## config.mk

```make
export PLATFORM = sky130hd
export DESIGN_NAME = stereo_preemphasis_lowpass_flat
export DESIGN_NICKNAME = d
export VERILOG_FILES = /design/src/sv/spl_pkg.sv /design/src/sv/spl_if.sv /design/src/sv/spl_mul.sv /design/src/sv/stereo_preemphasis_lowpass.sv /design/src/flat_wrapper.sv
export SDC_FILE = /design/constraint.sdc
export NUM_CORES = 2
export LEC_CHECK = 0
export BUFFER_PORTS_ARGS = -buffer_cell sky130_fd_sc_hd__clkbuf_2
export CAP_MARGIN = 30
export CORE_MARGIN = 2
export CORE_UTILIZATION = 25
export CTS_BUF_LIST = sky130_fd_sc_hd__clkbuf_4
export DETAILED_ROUTE_END_ITERATION = 10
export PLACE_DENSITY_LB_ADDON = 0.08
export RECOVER_POWER = 25
export SLEW_MARGIN = 0
export SYNTH_ARGS = -nofsm -noshare
export SYNTH_HDL_FRONTEND = slang
export SYNTH_HIERARCHICAL = 1
export SYNTH_SLANG_ARGS = --single-unit
```

## constraint.sdc

```tcl
create_clock -name clk -period 5.7 [get_ports clk]
set_input_delay 0.285 -clock clk [delete_from_list [all_inputs] [get_ports clk]]
set_output_delay 0.285 -clock clk [all_outputs]
set_load 0.02 [all_outputs]
```

## src/sv/spl_pkg.sv

```systemverilog
// ----------------------------------------------------------------------------
// spl_pkg - shared types and constants
// Formats, digit size and sequencer codes for the stereo pre-emphasis and
// low-pass filter.
// ----------------------------------------------------------------------------
`default_nettype none

package spl_pkg;

  // Default sample width, Q1.(SAMPLE_WIDTH-1)
  localparam int SAMPLE_WIDTH = 24;
  // Headroom on the filter state
  localparam int GUARD_BITS   = 8;

  // Register widths and fraction bits
  localparam int GAIN_W       = 32;
  localparam int COEF_W       = 24;
  localparam int CFG_W        = 32;
  localparam int CFG_IDX_W    = 3;
  localparam int GAIN_FRAC    = 24;
  localparam int COEF_FRAC    = 22;

  // 1.0 in Q2.22
  localparam logic [COEF_W-1:0] COEF_ONE = COEF_W'(1 << COEF_FRAC);

  // Multiplier digit: one digit of the 32-bit operand per cycle
  localparam int DIGIT_W      = 8;
  localparam int DIGITS       = GAIN_W / DIGIT_W;

  typedef enum logic [CFG_IDX_W-1:0] {
    CFG_GAIN = 3'd0,
    CFG_B0   = 3'd1,
    CFG_B1   = 3'd2,
    CFG_A1   = 3'd3
  } cfg_idx_t;

  typedef enum logic [1:0] {
    S_IDLE,
    S_START,
    S_WAIT,
    S_OUT
  } state_t;

  // Products worked per channel, in this order
  typedef enum logic [1:0] {
    OP_DIFF = 2'd0,
    OP_B0   = 2'd1,
    OP_A1   = 2'd2,
    OP_B1   = 2'd3
  } op_t;

  typedef struct packed {
    logic start;
    logic gain_frac;   // scale by the gain fraction, else by the coefficient one
  } spl_mul_ctl_t;

endpackage

`default_nettype wire

```

## src/sv/spl_if.sv

```systemverilog
// ----------------------------------------------------------------------------
// spl_if - stereo word channels
// Valid/ready channels for input and output frames.
// ----------------------------------------------------------------------------
`default_nettype none

interface spl_in_if #(parameter int SW = spl_pkg::SAMPLE_WIDTH);
  logic                 valid;
  logic                 ready;
  logic signed [SW-1:0] left_in;
  logic signed [SW-1:0] right_in;

  modport source (output valid, output left_in, output right_in, input ready);
  modport sink   (input valid, input left_in, input right_in, output ready);
endinterface

interface spl_out_if #(parameter int SW = spl_pkg::SAMPLE_WIDTH);
  logic                 valid;
  logic                 ready;
  logic signed [SW-1:0] left_out;
  logic signed [SW-1:0] right_out;

  modport source (output valid, output left_out, output right_out, input ready);
  modport sink   (input valid, input left_out, input right_out, output ready);
endinterface

`default_nettype wire

```

## src/sv/spl_mul.sv

```systemverilog
// ----------------------------------------------------------------------------
// spl_mul - digit-serial signed multiplier with rounding
// A (signed) times B (signed, 32 bits), one 8-bit digit of B per cycle, LSB
// first. Returns (A*B + half LSB) >>> frac, frac being the gain or coef one.
// ----------------------------------------------------------------------------
`default_nettype none

module spl_mul #(
  parameter int AW = spl_pkg::SAMPLE_WIDTH + spl_pkg::GUARD_BITS,
  parameter int RW = AW + spl_pkg::GAIN_W - spl_pkg::COEF_FRAC + 1
) (
  input  wire logic                          clk,
  input  wire logic                          rst,
  input  wire spl_pkg::spl_mul_ctl_t         ctl,
  input  wire logic signed [AW-1:0]          a,
  input  wire logic [spl_pkg::GAIN_W-1:0]    b,
  output logic                               done,
  output logic signed [RW-1:0]               res
);

  localparam int DW = spl_pkg::DIGIT_W;
  localparam int BW = spl_pkg::GAIN_W;
  localparam int HW = AW + DW + 2;
  localparam int FW = HW + BW;
  localparam int CW = (spl_pkg::DIGITS > 1) ? $clog2(spl_pkg::DIGITS) : 1;
  localparam int BIAS_GAIN = 1 << (spl_pkg::GAIN_FRAC - 1);
  localparam int BIAS_COEF = 1 << (spl_pkg::COEF_FRAC - 1);

  logic signed [AW-1:0]   a_reg;
  logic [BW-1:0]          b_sh;
  logic signed [HW-1:0]   hi;
  logic [BW-1:0]          lo;
  logic [CW-1:0]          cnt;
  logic                   busy;
  logic                   gain_frac;

  logic [DW-1:0]          dig;
  logic                   last;
  logic signed [DW:0]     dig_s;
  logic signed [AW+DW:0]  prod;
  logic signed [HW-1:0]   sum;
  logic [FW-1:0]          full;

  always_comb begin
    dig   = b_sh[DW-1:0];
    last  = (cnt == CW'(spl_pkg::DIGITS - 1));
    // top digit carries the sign of B, the others are unsigned
    dig_s = last ? $signed({dig[DW-1], dig}) : $signed({1'b0, dig});
    prod  = a_reg * dig_s;
    sum   = hi + HW'(prod);
    full  = {hi, lo};
    res   = gain_frac ? $signed(full[spl_pkg::GAIN_FRAC +: RW])
                      : $signed(full[spl_pkg::COEF_FRAC +: RW]);
  end

  always_ff @(posedge clk) begin
    if (rst) begin
      busy <= 1'b0;
      done <= 1'b0;
      cnt  <= '0;
    end else begin
      done <= 1'b0;
      if (ctl.start) begin
        busy <= 1'b1;
        cnt  <= '0;
      end else if (busy) begin
        cnt <= cnt + CW'(1);
        if (last) begin
          busy <= 1'b0;
          done <= 1'b1;
        end
      end
    end
  end

  // Datapath: rounding bias is preloaded at weight 2^0, digits retire into lo
  always_ff @(posedge clk) begin
    if (ctl.start) begin
      a_reg     <= a;
      b_sh      <= b;
      gain_frac <= ctl.gain_frac;
      hi        <= ctl.gain_frac ? HW'(BIAS_GAIN) : HW'(BIAS_COEF);
      lo        <= '0;
    end else if (busy) begin
      b_sh <= b_sh >> DW;
      lo   <= {sum[DW-1:0], lo[BW-1:DW]};
      hi   <= sum >>> DW;
    end
  end

endmodule

`default_nettype wire

```

## src/sv/stereo_preemphasis_lowpass.sv

```systemverilog
// ----------------------------------------------------------------------------
// stereo_preemphasis_lowpass - stereo pre-emphasis and first-order low-pass
// Per channel: v = sat(x + gain*(x - x_prev)); y = sat(s + b0*v);
// s = sat(a1*y + b1*v); out = sat(y). One shared digit-serial multiplier.
// ----------------------------------------------------------------------------
// Usage
//  din  : stereo input word (left_in, right_in), taken when valid & ready.
//  dout : filtered word (left_out, right_out), held until ready is seen.
//  cfg  : cfg_we/cfg_index/cfg_data write gain (0), b0 (1), b1 (2), a1 (3);
//         other indexes are dropped. Write only while the filter is idle.
// Timing
//  Eight products per word (four per channel), each on the digit-serial
//  multiplier: a load, four 8-bit digits, then round, add and saturate.
//  dout.valid rises when the finished word is loaded; din.ready comes back
//  at the same edge, so the next input word is taken only then.
// Stalls
//  The finished word sits in the output register; the next input word is
//  taken and worked while it waits. Only a second finished word waits for
//  the register to free up (din.ready stays low meanwhile).
// Reset
//  rst (sync, active high) clears the sequencer, output valid, the per
//  channel history and state, and loads gain 0, b0 1.0, b1 0, a1 0.
// ----------------------------------------------------------------------------
`default_nettype none

module stereo_preemphasis_lowpass #(
  parameter int SAMPLE_WIDTH = spl_pkg::SAMPLE_WIDTH
) (
  input  wire logic                              clk,
  input  wire logic                              rst,
  input  wire logic                              cfg_we,
  input  wire logic [spl_pkg::CFG_IDX_W-1:0]     cfg_index,
  input  wire logic [spl_pkg::CFG_W-1:0]         cfg_data,
  spl_in_if.sink                                 din,
  spl_out_if.source                              dout
);

  localparam int SW   = SAMPLE_WIDTH;
  localparam int W    = SW + spl_pkg::GUARD_BITS;              // state width
  localparam int RW   = W + spl_pkg::GAIN_W - spl_pkg::COEF_FRAC + 1;
  localparam int SUMW = RW + 1;

  localparam logic signed [SUMW-1:0] S_MAX = SUMW'((64'sd1 <<< (SW - 1)) - 64'sd1);
  localparam logic signed [SUMW-1:0] S_MIN = -S_MAX - SUMW'(1);
  localparam logic signed [SUMW-1:0] W_MAX = SUMW'((64'sd1 <<< (W - 1)) - 64'sd1);
  localparam logic signed [SUMW-1:0] W_MIN = -W_MAX - SUMW'(1);

  function automatic logic signed [SW-1:0] sat_s(input logic signed [SUMW-1:0] z);
    logic signed [SUMW-1:0] r;
    r = (z > S_MAX) ? S_MAX : ((z < S_MIN) ? S_MIN : z);
    return r[SW-1:0];
  endfunction

  function automatic logic signed [W-1:0] sat_w(input logic signed [SUMW-1:0] z);
    logic signed [SUMW-1:0] r;
    r = (z > W_MAX) ? W_MAX : ((z < W_MIN) ? W_MIN : z);
    return r[W-1:0];
  endfunction

  // Sequencer
  spl_pkg::state_t state, state_next;
  spl_pkg::op_t    op;
  logic            ch;             // 0 left, 1 right

  // Config registers
  logic signed [spl_pkg::GAIN_W-1:0] gain;
  logic signed [spl_pkg::COEF_W-1:0] b0, b1, a1;

  // Per-channel history and filter state
  logic signed [SW-1:0] prev [2];
  logic signed [W-1:0]  acc  [2];
  logic signed [SW-1:0] yout [2];

  // Working registers
  logic signed [SW-1:0] x_l, x_r;
  logic signed [SW-1:0] v;
  logic signed [W-1:0]  y;
  logic signed [RW-1:0] t;

  // Output register
  logic                 out_valid;
  logic signed [SW-1:0] out_l, out_r;

  // Multiplier hookup
  spl_pkg::spl_mul_ctl_t       mul_ctl;
  logic signed [W-1:0]         mul_a;
  logic [spl_pkg::GAIN_W-1:0]  mul_b;
  logic                        mul_done;
  logic signed [RW-1:0]        mul_res;

  logic                 in_ready;
  logic                 out_load;
  logic                 post;
  logic                 in_take;
  logic signed [SW-1:0] x_cur;
  logic signed [SUMW-1:0] sum_post;

  spl_mul #(
    .AW (W),
    .RW (RW)
  ) u_mul (
    .clk  (clk),
    .rst  (rst),
    .ctl  (mul_ctl),
    .a    (mul_a),
    .b    (mul_b),
    .done (mul_done),
    .res  (mul_res)
  );

  // Next state
  always_comb begin
    state_next = state;
    case (state)
      spl_pkg::S_IDLE:  if (din.valid) state_next = spl_pkg::S_START;
      spl_pkg::S_START: state_next = spl_pkg::S_WAIT;
      spl_pkg::S_WAIT: begin
        if (mul_done) begin
          state_next = (op == spl_pkg::OP_B1 && ch) ? spl_pkg::S_OUT : spl_pkg::S_START;
        end
      end
      spl_pkg::S_OUT:   if (!out_valid || dout.ready) state_next = spl_pkg::S_IDLE;
      default:          state_next = spl_pkg::S_IDLE;
    endcase
  end

  // State outputs
  always_comb begin
    in_ready          = (state == spl_pkg::S_IDLE);
    mul_ctl.start     = (state == spl_pkg::S_START);
    mul_ctl.gain_frac = (op == spl_pkg::OP_DIFF);
    post              = (state == spl_pkg::S_WAIT) && mul_done;
    out_load          = (state == spl_pkg::S_OUT) && (!out_valid || dout.ready);
  end

  assign din.ready      = in_ready;
  assign in_take        = din.valid && in_ready;
  assign dout.valid     = out_valid;
  assign dout.left_out  = out_l;
  assign dout.right_out = out_r;

  // Operand select and post-product add
  always_comb begin
    x_cur = ch ? x_r : x_l;
    case (op)
      spl_pkg::OP_DIFF: begin
        mul_a    = W'(x_cur) - W'(prev[ch]);
        mul_b    = gain;
        sum_post = SUMW'(x_cur) + SUMW'(mul_res);
      end
      spl_pkg::OP_B0: begin
        mul_a    = W'(v);
        mul_b    = spl_pkg::GAIN_W'(b0);
        sum_post = SUMW'(acc[ch]) + SUMW'(mul_res);
      end
      spl_pkg::OP_A1: begin
        mul_a    = y;
        mul_b    = spl_pkg::GAIN_W'(a1);
        sum_post = SUMW'(mul_res);
      end
      spl_pkg::OP_B1: begin
        mul_a    = W'(v);
        mul_b    = spl_pkg::GAIN_W'(b1);
        sum_post = SUMW'(t) + SUMW'(mul_res);
      end
      default: begin
        mul_a    = '0;
        mul_b    = '0;
        sum_post = '0;
      end
    endcase
  end

  // Control, config and filter state
  always_ff @(posedge clk) begin
    if (rst) begin
      state     <= spl_pkg::S_IDLE;
      op        <= spl_pkg::OP_DIFF;
      ch        <= 1'b0;
      out_valid <= 1'b0;
      gain      <= '0;
      b0        <= spl_pkg::COEF_ONE;
      b1        <= '0;
      a1        <= '0;
      prev[0]   <= '0;
      prev[1]   <= '0;
      acc[0]    <= '0;
      acc[1]    <= '0;
    end else begin
      state <= state_next;

      if (cfg_we) begin
        case (spl_pkg::cfg_idx_t'(cfg_index))
          spl_pkg::CFG_GAIN: gain <= cfg_data[spl_pkg::GAIN_W-1:0];
          spl_pkg::CFG_B0:   b0   <= cfg_data[spl_pkg::COEF_W-1:0];
          spl_pkg::CFG_B1:   b1   <= cfg_data[spl_pkg::COEF_W-1:0];
          spl_pkg::CFG_A1:   a1   <= cfg_data[spl_pkg::COEF_W-1:0];
          default: ;
        endcase
      end

      if (in_take) begin
        op <= spl_pkg::OP_DIFF;
        ch <= 1'b0;
      end else if (post) begin
        if (op == spl_pkg::OP_B1) begin
          op <= spl_pkg::OP_DIFF;
          ch <= 1'b1;
        end else begin
          op <= spl_pkg::op_t'(op + 2'd1);
        end
      end

      if (post && op == spl_pkg::OP_DIFF) prev[ch] <= x_cur;
      if (post && op == spl_pkg::OP_B1)   acc[ch]  <= sat_w(sum_post);

      if (out_load)        out_valid <= 1'b1;
      else if (dout.ready) out_valid <= 1'b0;
    end
  end

  // Payload registers
  always_ff @(posedge clk) begin
    if (in_take) begin
      x_l <= din.left_in;
      x_r <= din.right_in;
    end
    if (post) begin
      case (op)
        spl_pkg::OP_DIFF: v <= sat_s(sum_post);
        spl_pkg::OP_B0:   y <= sat_w(sum_post);
        spl_pkg::OP_A1:   t <= mul_res;
        spl_pkg::OP_B1:   yout[ch] <= sat_s(SUMW'(y));
        default: ;
      endcase
    end
    if (out_load) begin
      out_l <= yout[0];
      out_r <= yout[1];
    end
  end

  // Checks
  a_done_in_wait: assert property (@(posedge clk) disable iff (rst)
    mul_done |-> state == spl_pkg::S_WAIT)
    else $error("multiplier finished outside the wait state");

  a_take_starts: assert property (@(posedge clk) disable iff (rst)
    in_take |=> (state == spl_pkg::S_START && ch == 1'b0 && op == spl_pkg::OP_DIFF))
    else $error("word taken but sequencer not at left difference product");

  a_load_valid: assert property (@(posedge clk) disable iff (rst)
    out_load |=> out_valid)
    else $error("output load did not raise valid");

  a_ready_idle: assert property (@(posedge clk) disable iff (rst)
    (state == spl_pkg::S_OUT && out_valid && !dout.ready) |=> !din.ready)
    else $error("input ready while a finished word waits");

endmodule

`default_nettype wire

```

## src/flat_wrapper.sv

```systemverilog
// flat-port wrapper written by rule: the top's interface ports become plain ports
module stereo_preemphasis_lowpass_flat import spl_pkg::*;
#(
  parameter int SAMPLE_WIDTH = spl_pkg::SAMPLE_WIDTH
)
  (clk, rst, cfg_we, cfg_index, cfg_data, din_valid, din_left_in, din_right_in, din_ready, dout_valid, dout_left_out, dout_right_out, dout_ready);
  spl_in_if #(.SW((SAMPLE_WIDTH))) din_i ();
  spl_out_if #(.SW((SAMPLE_WIDTH))) dout_i ();
  input  wire logic clk;
  input  wire logic rst;
  input  wire logic cfg_we;
  input  wire logic [spl_pkg::CFG_IDX_W-1:0] cfg_index;
  input  wire logic [spl_pkg::CFG_W-1:0] cfg_data;
  input wire logic [$bits(din_i.valid)-1:0] din_valid;
  input wire logic [$bits(din_i.left_in)-1:0] din_left_in;
  input wire logic [$bits(din_i.right_in)-1:0] din_right_in;
  output wire logic [$bits(din_i.ready)-1:0] din_ready;
  output wire logic [$bits(dout_i.valid)-1:0] dout_valid;
  output wire logic [$bits(dout_i.left_out)-1:0] dout_left_out;
  output wire logic [$bits(dout_i.right_out)-1:0] dout_right_out;
  input wire logic [$bits(dout_i.ready)-1:0] dout_ready;
  assign din_i.valid = din_valid;
  assign din_i.left_in = din_left_in;
  assign din_i.right_in = din_right_in;
  assign din_ready = din_i.ready;
  assign dout_valid = dout_i.valid;
  assign dout_left_out = dout_i.left_out;
  assign dout_right_out = dout_i.right_out;
  assign dout_i.ready = dout_ready;
  stereo_preemphasis_lowpass #(.SAMPLE_WIDTH(SAMPLE_WIDTH)) u_core (.clk(clk), .rst(rst), .cfg_we(cfg_we), .cfg_index(cfg_index), .cfg_data(cfg_data), .din(din_i), .dout(dout_i));
endmodule
```

==> flow_metrics.tcl <==
set metrics [dict create \
    start_kind "flip-flop" \
    drcViolationCount 0 \
    synth_seq_area_share 0.4157 \
    synth_area_per_cell_um2 10.33 \
    async_flop_share 0 \
    top_regs "u_core/acc x64, u_core/prev x48, u_core/yout x48" \
    largest_register_ffs 64 \
    synth_top_area_frac 0.3512 \
    endpoint_kind "flip-flop" \
    rsz0062_at_grt "yes" \
    cts-root-buf "clkbuf_4" \
    hold-worst-slack_ns 0.2749 \
    grt_pass1_wl_um 205500 \
    drt_iter0_drc 1711 \
    outcome "finished with violations" \
    pre_cts_slack_ns -0.3424 \
    worstPathArrival_ns 6.53 \
    critPathMaxFanout 8 \
    hp-class "input pin to flip-flop" \
    instances_no_fill 6591 \
    critical_path_class "flip-flop to flip-flop" \
    clock_path_buffers 3 \
    violations "max-capacitance violations, max-slew violations, negative setup slack" \
    io_buffer_count 137 \
    die_x_um 398.0 \
    gr-total-overflow 0 \
    dpl.hpwl_um 98430 \
    start_util 0.2520 \
    gr-usage-all-layers 0.1725 \
    timing.final.crit_share 1.011 \
    antenna_found_initial 6 \
    die_area_um2 158400 \
    fillers 16000 \
    synthesis.nets 4286 \
    drt-total-wl_um 135200 \
    ys_ff_latch 579 \
    synth_area_leaders "edfxtp_1 (35%), fa_1 (14%), dfxtp_1 (6.4%), ha_1 (5.4%), nand2_1 (4.7%)" \
    final_cell_area_um2 49960 \
    setup_viol 7 \
    yosys_warnings 6 \
    yosysTopAreaCell "edfxtp_1" \
    fin_skew_ns 0.08330 \
    core-area_um2 154000 \
    dr.pass1.iters 7 \
    wl_per_cell_um 20.51 \
    synth.most_common_cell "nand2_1" \
    synthTopCellsByCount "nand2_1 (487), edfxtp_1 (454), inv_1 (434)" \
    synth_edf_count 454 \
    top_register "u_core/acc" \
    grt_max_degree 80 \
    pin_count 138 \
    maxCapViolCount 3 \
    cts_made_buffers 165 \
    fin_nets 4951 \
    htreeDepth 4 \
    syn_inst 3758 \
    dieHeight_um 398.0 \
    hold_viol_final 0 \
    viasPerCell 4.555 \
    synth_cell_types 93 \
    cp.required_ns 6.46 \
    path_clk_slew_ns 0.07 \
    grt_pass1_vias 31720 \
    slew_headroom -1.167 \
    worst_slack_ns -0.06417 \
    syn-cell-area_um2 38810 \
    dp_cells 6057 \
    worst_pin_slew_ns 3.250 \
    max_freq_ghz 0.1735 \
    clock-sinks 579 \
    cts_tree "built" \
    place_area_um2 44380 \
    syn_to_final_growth_pct 28.72 \
    final_max_slew_viol_count 155 \
    via_count 30030 \
    ant_nets 0 \
    yosys_most_used_dff "edfxtp_1" \
    insertion_delay_ns 1.08 \
    gp_congestion 0.8321 \
    drive_gt1_frac 0.2401 \
    core.rowCount 144 \
    layout_min_cycle_time_ns 5.764 \
]
-- worst paths after layout --
check,slack [ns],from,end,depth (start not counted)
min,0.27,dout_ready,u_core/state[0]$_SDFFE_PP0P_,7
min reg2reg,0.41,u_core/yout[0][15]$_DFFE_PP_,u_core/dout.left_out[15]$_DFFE_PP_,0
max reg2reg,-0.06,u_core/u_mul/b_sh[7]$_DFFE_PP_,u_core/u_mul/hi[29]$_SDFFCE_PP0P_,20
max,-0.06,u_core/u_mul/b_sh[7]$_DFFE_PP_,u_core/u_mul/hi[29]$_SDFFCE_PP0P_,20
-- area by class of cell --
type / count / area, µm² / area share
timing repair buffer: 726 / 6217 / 0.1244
clock buffer: 241 / 1809 / 0.03621
clock inverter: 47 / 334.1 / 0.006687
inverter: 435 / 1633 / 0.03268
multi-input combinational: 2516 / 21260 / 0.4255
sequential: 579 / 16140 / 0.3231
tap: 2044 / 2557 / 0.05119
antenna: 3 / 7.507 / 0.0001503
-- stage by stage --
stage	utilization	setup TNS, ns
floorplan	-	0
global placement	0.2878	-5.025
detailed placement	0.2881	-4.443
CTS	0.3218	-0.7879
global route	0.3243	-5.210
finish	0.3243	-0.2504
-- layer usage --
metal  vias to the layer above  GRT usage  wire length [µm]
met5                         -          0                13
met4                         2    0.04241              2078
met3                       147    0.02303              4341
met2                       522     0.2758             62980
met1                     15020     0.2453             65740
li1                      14340          -                 -
-- timing repair --
item	CTS	global route
hold endpoints to repair	231	0
resized for setup	129	87
buffers inserted	34	18
pin swaps	149	84
endpoints found under the setup margin	24	81
hold buffers	190	0
gates cloned	5	0
-- cell families (layout without fill, tap and decap cells) --
family | after synthesis | count (layout) | synth area share
buffers and inverters | 663 | 1449 | 0.06602
other | 0 | 3 | 0
multiplexers | 196 | 196 | 0.05390
AO/OA/AOI/OAI | 772 | 772 | 0.1305
AND/OR/NAND/NOR | 1019 | 1019 | 0.1191
XOR/XNOR | 89 | 89 | 0.02008
adder cells (fa/ha/maj) | 440 | 440 | 0.1946
flip-flops | 579 | 579 | 0.4157
-- layout by cell type, fill, tap and decap left out, types with 23 or more instances in the layout --
| cell type | count |
|---|---|
| nand2_1 | 478 |
| a221o_1 | 26 |
| o21ai_0 | 87 |
| fa_1 | 257 |
| ha_1 | 130 |
| a21o_1 | 72 |
| nand4_1 | 26 |
| mux2i_1 | 94 |
| o21ai_1 | 33 |
| nor3_1 | 29 |
| dlygate4sd3_1 | 190 |
| and2_1 | 121 |
| a222oi_1 | 23 |
| a211oi_1 | 29 |
| clkbuf_4 | 241 |
| buf_12 | 41 |
| dfxtp_1 | 121 |
| nand3_1 | 26 |
| inv_1 | 418 |
| o31ai_1 | 46 |
| mux2_2 | 76 |
| xor2_1 | 34 |
| xnor2_1 | 52 |
| a221oi_1 | 23 |
| ha_4 | 33 |
| a21oi_1 | 264 |
| mux2_1 | 23 |
| edfxtp_1 | 454 |
| buf_4 | 327 |
| clkbuf_2 | 137 |
| nor2_1 | 205 |
-- critical path, cell delays in order (launching register included) --
cell       delay, ns
edfxtp_1        0.42
buf_6           0.17
nand2_8         0.08
buf_12          0.15
nor2_2          0.05
fa_1            0.55
fa_1            0.44
fa_1            0.57
inv_1           0.06
fa_1            0.48
fa_1            0.50
inv_1           0.07
ha_4            0.27
nand2_1         0.11
o21ai_2         0.19
a2111oi_2       0.09
or3_4           0.44
o31a_4          0.15
o31ai_4         0.23
a21oi_1         0.09
a311o_1         0.33
Power is not shown: default switching activity piles up to over one toggle a cycle in this logic, so the estimate is an artifact.
